[config.mk]
export PLATFORM = sky130hd
export DESIGN_NAME = nsp_dist_lanes
export DESIGN_NICKNAME = d
export VERILOG_FILES = /design/src/nsp_pkg.sv /design/src/nsp_dist_lanes.sv
export SDC_FILE = /design/constraint.sdc
export NUM_CORES = 2
export LEC_CHECK = 0
export BUFFER_PORTS_ARGS = -buffer_cell sky130_fd_sc_hd__buf_2
export CORE_MARGIN = 5
export CORE_UTILIZATION = 53
export DETAILED_ROUTE_END_ITERATION = 7
export GPL_TIMING_DRIVEN = 0
export PLACE_DENSITY = 0.7
export SLEW_MARGIN = 20
export SYNTH_ARGS = -nofsm -noshare
export SYNTH_HDL_FRONTEND = slang
export SYNTH_SLANG_ARGS = --single-unit
[constraint.sdc]
create_clock -name i_clk -period 8.4 [get_ports i_clk]
set_clock_uncertainty 0.05 [all_clocks]
set_input_delay 0.42 -clock i_clk [delete_from_list [all_inputs] [get_ports i_clk]]
set_output_delay 0.42 -clock i_clk [all_outputs]
set_load 0.01 [all_outputs]
[src/nsp_pkg.sv]
`default_nettype none

package nsp_pkg;

    // Widths cover the whole parameter range: at most 64 seeds, coordinates of at
    // most 8 bits after masking, so a squared distance never needs more than 17 bits.
    localparam int DIST_W = 17;
    localparam int IDX_W  = 6;

    localparam logic OP_LOAD  = 1'b0;
    localparam logic OP_PIXEL = 1'b1;

    // Register index taken from paddr[2].
    localparam logic REG_SEEDS_IN_USE = 1'b0;

    typedef struct packed {
        logic [DIST_W-1:0] sqd;
        logic [IDX_W-1:0]  idx;
        logic              act;
    } t_node;

    function automatic logic [23:0] palette_rgb(input logic [3:0] sel);
        logic [23:0] rgb;
        case (sel)
            4'd0:    rgb = {8'd255, 8'd0,   8'd0};
            4'd1:    rgb = {8'd255, 8'd20,  8'd147};
            4'd2:    rgb = {8'd0,   8'd255, 8'd0};
            4'd3:    rgb = {8'd255, 8'd165, 8'd0};
            4'd4:    rgb = {8'd255, 8'd215, 8'd0};
            4'd5:    rgb = {8'd0,   8'd255, 8'd127};
            4'd6:    rgb = {8'd0,   8'd100, 8'd0};
            4'd7:    rgb = {8'd32,  8'd178, 8'd170};
            4'd8:    rgb = {8'd0,   8'd255, 8'd255};
            4'd9:    rgb = {8'd25,  8'd25,  8'd112};
            4'd10:   rgb = {8'd192, 8'd192, 8'd192};
            4'd11:   rgb = {8'd255, 8'd0,   8'd255};
            4'd12:   rgb = {8'd255, 8'd255, 8'd0};
            4'd13:   rgb = {8'd0,   8'd0,   8'd0};
            4'd14:   rgb = {8'd128, 8'd0,   8'd0};
            default: rgb = {8'd210, 8'd133, 8'd63};
        endcase
        return rgb;
    endfunction

endpackage

`default_nettype wire

[src/nsp_dist_lanes.sv]
`default_nettype none

// Seed table plus two pipeline stages per lane: absolute differences, then the
// squared distance that forms one leaf of the minimum tree.
module nsp_dist_lanes
    import nsp_pkg::*;
#(
    parameter int SEED_COUNT = 16,
    parameter int CW         = 8,
    parameter int LEAVES     = 16
) (
    input  wire logic          i_clk,
    input  wire logic          i_rst_n,
    input  wire logic          i_en,
    input  wire logic          i_load,
    input  wire logic          i_pixel,
    input  wire logic [3:0]    i_seed_index,
    input  wire logic [CW-1:0] i_coord_a,
    input  wire logic [CW-1:0] i_coord_b,
    input  wire logic [4:0]    i_seeds_in_use,
    output t_node              o_leaf [LEAVES],
    output logic               o_valid
);

    logic [CW-1:0] r_seed_a [SEED_COUNT];
    logic [CW-1:0] r_seed_b [SEED_COUNT];
    logic [CW-1:0] r_da     [SEED_COUNT];
    logic [CW-1:0] r_db     [SEED_COUNT];
    logic          r_act    [SEED_COUNT];
    t_node         r_leaf   [SEED_COUNT];
    logic          r_v1;
    logic          r_v2;

    for (genvar k = 0; k < SEED_COUNT; k++) begin : g_lane
        logic [2*CW-1:0] sq_a;
        logic [2*CW-1:0] sq_b;

        assign sq_a = {{CW{1'b0}}, r_da[k]} * {{CW{1'b0}}, r_da[k]};
        assign sq_b = {{CW{1'b0}}, r_db[k]} * {{CW{1'b0}}, r_db[k]};

        always_ff @(posedge i_clk) begin
            // A load whose index lies beyond the table matches no entry.
            if (i_load && {3'b000, i_seed_index} == 7'(k)) begin
                r_seed_a[k] <= i_coord_a;
                r_seed_b[k] <= i_coord_b;
            end
            if (i_en) begin
                r_da[k]  <= (i_coord_a >= r_seed_a[k]) ? i_coord_a - r_seed_a[k]
                                                       : r_seed_a[k] - i_coord_a;
                r_db[k]  <= (i_coord_b >= r_seed_b[k]) ? i_coord_b - r_seed_b[k]
                                                       : r_seed_b[k] - i_coord_b;
                // Entry 0 is always searched, so a count of zero acts as one.
                r_act[k] <= (k == 0) || (7'(k) < {2'b00, i_seeds_in_use});
                r_leaf[k].sqd <= DIST_W'(sq_a) + DIST_W'(sq_b);
                r_leaf[k].idx <= IDX_W'(k);
                r_leaf[k].act <= r_act[k];
            end
        end

        assign o_leaf[k] = r_leaf[k];
    end

    for (genvar k = SEED_COUNT; k < LEAVES; k++) begin : g_pad
        assign o_leaf[k] = '{sqd: '1, idx: IDX_W'(k), act: 1'b0};
    end

    always_ff @(posedge i_clk) begin
        if (!i_rst_n) begin
            r_v1 <= 1'b0;
            r_v2 <= 1'b0;
        end else if (i_en) begin
            r_v1 <= i_pixel;
            r_v2 <= r_v1;
        end
    end

    assign o_valid = r_v2;

endmodule

`default_nettype wire

Word level (Yosys, flattened, before mapping)
Memory sizes are Yosys's and may differ from the RTL's.
Index checks and enable logic that the tools add are counted.
- register bits after elaboration: 2
- bits in latches: 0
- RAM bits: 880
- bits in read-only memories: 0
- input bits: 30
- memories: 6
- memories (memory ; depth ; bits a word ; read ports ; clocked after memory_dff ; wr ports ; line ; source):
    r_leaf ; 16 ; 22 ; 16 ; 0 ; 16 ; nsp_dist_lanes.sv:30 ; t_node r_leaf [SEED_COUNT];
    r_da ; 16 ; 8 ; 16 ; 0 ; 16 ; nsp_dist_lanes.sv:27 ; logic [CW-1:0] r_da [SEED_COUNT];
    r_db ; 16 ; 8 ; 16 ; 0 ; 16 ; nsp_dist_lanes.sv:28 ; logic [CW-1:0] r_db [SEED_COUNT];
    r_seed_a ; 16 ; 8 ; 16 ; 0 ; 1 ; nsp_dist_lanes.sv:25 ; logic [CW-1:0] r_seed_a [SEED_COUNT];
    r_seed_b ; 16 ; 8 ; 16 ; 0 ; 1 ; nsp_dist_lanes.sv:26 ; logic [CW-1:0] r_seed_b [SEED_COUNT];
    r_act ; 16 ; 1 ; 16 ; 0 ; 16 ; nsp_dist_lanes.sv:29 ; logic r_act [SEED_COUNT];
- $add $sub $neg: 80
- $mul: 32
- divide/modulo/power cells: 0
- magnitude comparators: 47
- eq/ne operators: 15
- shift-type cells: 0
- mux-type cells: 156
- bitwise operators: 0
- reductions and logical operators: 47
- operator list (operator ; number):
    $mul 8x8->16 ; 32
    $sub 8x8->8 ; 64
    $mux 8 ; 62
    $add 16x16->17 ; 16
    $ge 8x8->1 ; 32
    $reduce_or 8->1 ; 30
    $mux 4 ; 30
    $mux 1 ; 64
    $lt 4x5->1 const A ; 8
    $eq 4x4->1 const B ; 8
    $lt 3x5->1 const A ; 4
    $eq 4x3->1 const B ; 4
    $logic_and 1x1->1 ; 16
    $lt 2x5->1 const A ; 2
    $eq 4x2->1 const B ; 2
    $lt 1x5->1 const A ; 1
    $eq 4x1->1 const B ; 1
    $logic_not 4->1 ; 1

Logic depth before layout (Yosys ltp)
- depth in word-level cells: 20
- mapped depth: 21

Worst setup path before layout
No wires, ideal clock.
- path type: register to register
- start: mem r_da[13][5] (netlist: r_da[1][45])
- end: mem r_leaf[6][43] (netlist name) (data pin)
- setup time: 265 ps
- arrival time: 5436 ps
- required time: 8085 ps
- path slack: 2649 ps
- stages on the path, launching flop included: 21
- buffers on the path: 1
- clock period less this slack: 5751 ps
- cell sequence: edfxtp_1 > clkbuf_1 > and2_1 > fa_1 > inv_1 > fa_1 > inv_1 > fa_1 > fa_1 > fa_1 > inv_1 > fa_1 > inv_1 > ha_1 > or2_2 > a21oi_1 > inv_1 > and3_1 > and4_1 > o32ai_1 > xnor2_1
- RTL lines (item ; line):
    start: declaration ; nsp_dist_lanes.sv:27
    end: declaration ; nsp_dist_lanes.sv:30

==> impl_metrics.toml <==
[placement]
dpl_cell_area_um2 = 105700
dpl.hpwl_mm = 166.8
globalplace.congestion = 0.8726
io_buffers = 315

[worst_setup_path]
rrSetupSlack_ps = 1850
cp-start-kind = "register"
criticalPathCategory = "register to register"
worstReg2RegEnd = "r_leaf[1][42]"
path_buf_inv = 2
crit_arrival_ps = 7010
worstPathRequired_ps = 8860
crit_fanout = 9
cpMostUsedCell = "fa_1"
reg2reg_from = "r_da[0][28]"
cp_slowest_stage_delay_ps = 570
reg2regPathDepth = 16
crit_slowest_cell = "fa_1"
end_kind = "register"
cp_top_family = "adder cells"
path_cells = "clkbuf_1 > nand2_1 > fa_1 > fa_1 > inv_1 > fa_1 > fa_1 > fa_1 > fa_1 > ha_1 > a21oi_1 > o21bai_1 > a21oi_1 > o21ai_1 > or4_1 > and4_1"

[synth]
ys_warn_count = 0
syn_inst = 9371
synth_top_cell_by_area = "fa_1"
avgSynthCellArea_um2 = 10.68
async_flop_share_pct = 0
ys_top_cells_by_area = "fa_1 (26%), edfxtp_1 (24%), ha_1 (17%)"
synth_cell_types = 89
ys_seq_elements = 816
syn_area_um2 = 100100
seq_area_frac_synth_pct = 24.47
synth_edf_count = 814
synth-main-ff-cell = "edfxtp_1"
netlist.area_leader.share_pct = 25.61

[clocking]
cts_tree = "yes"
cts_buffer_depth = 3
htreeDepth = 3
cts_made_buffers = 105
clk_latency_ps = 770
cts_resized = 0
clkTransAtPathRegs_ps = 60
clock_sink_count = 816
cts-root-buf = "clkbuf_16"
cts_setup_buffers = 0

[hold_path]
hp-start = "i_seeds_in_use[2]"
min-delay-path-class = "input port to register"
whs_endpoint = "r_act[0][5]"
worstHoldPathCells = 3

[floorplan]
die-area_um2 = 197600
num_rows = 159
fp.coreArea_um2 = 187800
die_w_um = 444.5
die_y_um = 444.5
initial_core_util_pct = 53.28
io_pins = 415

[routing]
drc = 0
ant_nets = 0
num_vias = 65950
drtPass1Iterations = 5
first_iter_violations = 3179
wl_per_cell_um = 17.14
drt-total-wl_mm = 214.5
viasPerCell = 5.270

[timing]
setup_violations = 0
final-hold-violation-count = 0
fin_tns_setup_ps = 0
grt_setup_unrepaired = "false"
period_share_pct = 77.95
max_freq_mhz = 152.7
relSlewSlack_pct = 32.45
drv_slew = 0
finalCriticalPeriod_ps = 6548
tightest_slew_ps = 1013

[final_layout]
final_cell_mix = "inv_1 (1919), ha_1 (1388), fa_1 (1280)"
drive_gt1_share_pct = 8.101
utilization_pct = 58.31
area_delta_synth_final_pct = 9.439
layout_commonest_cell = "inv_1"
final_area_um2 = 109500
layout.nets = 12620

[global_routing]
grt_pass1_vias = 71090
grt.overflow.total = 0
grt_max_degree = 98
track_usage_pct = 22.13
antenna_found_initial = 18
grt_first_pass_wirelength_mm = 356.7

[flow_run]
drv_cap = 0

[run_status]
status = "finished clean"
[repair_timing]
item / 4_1_cts / 5_1_grt
hold endpoints to repair: 20 / 0
hold buffers: 6 / 0
endpoints found under the setup margin: 0 / 0
[layout make-up]
cell class / instances / area, um^2
Fill cell: 15660 / 78300
Multi-Input combinational cell: 6515 / 67560
Sequential cell: 816 / 24480
Inverter: 1933 / 7261
Tap cell: 2495 / 3122
Clock buffer: 114 / 2661
Timing Repair Buffer: 348 / 2205
Buffer: 202 / 1164
Clock inverter: 83 / 1022
Antenna cell: 9 / 22.52
[metal layers]
| layer | part of all wire (%) | wire length, um | up-vias | global-route usage (%) |
|---|---|---|---|---|
| li1 | - | - | 31400 | - |
| met1 | 42 | 90110 | 32750 | 28.25 |
| met2 | 49 | 105400 | 1387 | 38.57 |
| met3 | 5.2 | 11100 | 410 | 3.252 |
| met4 | 3.7 | 7843 | 8 | 7.735 |
| met5 | 0.022 | 48 | - | 0 |
[cell usage after synthesis, types with 7 or more instances]
cell type / count
a211oi_1: 57
a21boi_0: 30
a21o_1: 176
a21oi_1: 307
a221oi_1: 45
a31o_2: 9
a31oi_1: 28
a41oi_1: 16
and2_1: 559
and3_1: 50
buf_2: 21
buf_4: 99
clkbuf_1: 75
edfxtp_1: 814
fa_1: 1280
ha_1: 1388
inv_1: 1933
mux2_2: 16
mux2i_1: 209
nand2_1: 506
nand2b_1: 84
nand3_1: 57
nand4_1: 48
nor2_1: 168
nor2b_1: 179
nor3_1: 94
nor4_1: 8
o211ai_1: 13
o21a_1: 38
o21ai_0: 268
o21ai_1: 24
o21ai_2: 12
o21bai_1: 50
o41ai_1: 10
or2_2: 56
or3_1: 31
or4_1: 7
xnor2_1: 333
xor2_1: 153
[kinds of logic after synthesis]
family | Yosys count | share of synthesized area, %
adder cells (fa/ha/maj) | 2668 | 42.97
buffers and inverters | 2135 | 8.415
AND/OR/NAND/NOR | 1877 | 9.944
AO/OA/AOI/OAI | 1162 | 7.671
flip-flops | 816 | 24.47
XOR/XNOR | 486 | 4.254
multiplexers | 225 | 2.271
other | 2 | 0.007506
[flip-flops by register name, summed over array words and instances, names as in the netlist]
signal / cells
r_leaf: 287
r_da: 128
r_db: 128
r_seed_a: 128
r_seed_b: 128
r_act: 15
o_valid: 1
r_v1: 1
[worst min-delay path, cell delays in order]
cell and delay (ps):
clkbuf_1 160, nand2_1 110, nand2_1 50
[through the flow]
| step | cells | hold slack (ps) | setup slack (ps) |
|---|---|---|---|
| 2_1_floorplan | 9466 | 350.3 | 2649 |
| 3_3_place_gp | 12280 | 350.7 | -2199 |
| 3_5_place_dp | 12300 | 354.5 | 1855 |
| 4_1_cts | 12510 | 18.24 | 1813 |
| 5_1_grt | 12510 | 76.77 | 1503 |
| 6_report | 12520 | 96.23 | 1852 |
[worst max path at each step]
stage | start | end | slack, ps | cells past startpoint
3_3_place_gp | i_en | r_leaf[0][11] | -2200 | 1
3_5_place_dp | r_da[0][28] | r_leaf[1][42] | 1850 | 16
2_1_floorplan | r_da[1][45] | r_leaf[6][43] | 2650 | 20
5_1_grt | r_da[0][28] | r_leaf[1][42] | 1500 | 16
6_report | r_da[0][28] | r_leaf[1][42] | 1850 | 16
4_1_cts | r_da[0][28] | r_leaf[1][42] | 1810 | 16
Power is not shown: default switching activity piles up to over one toggle a cycle in this logic, so the estimate is an artifact.
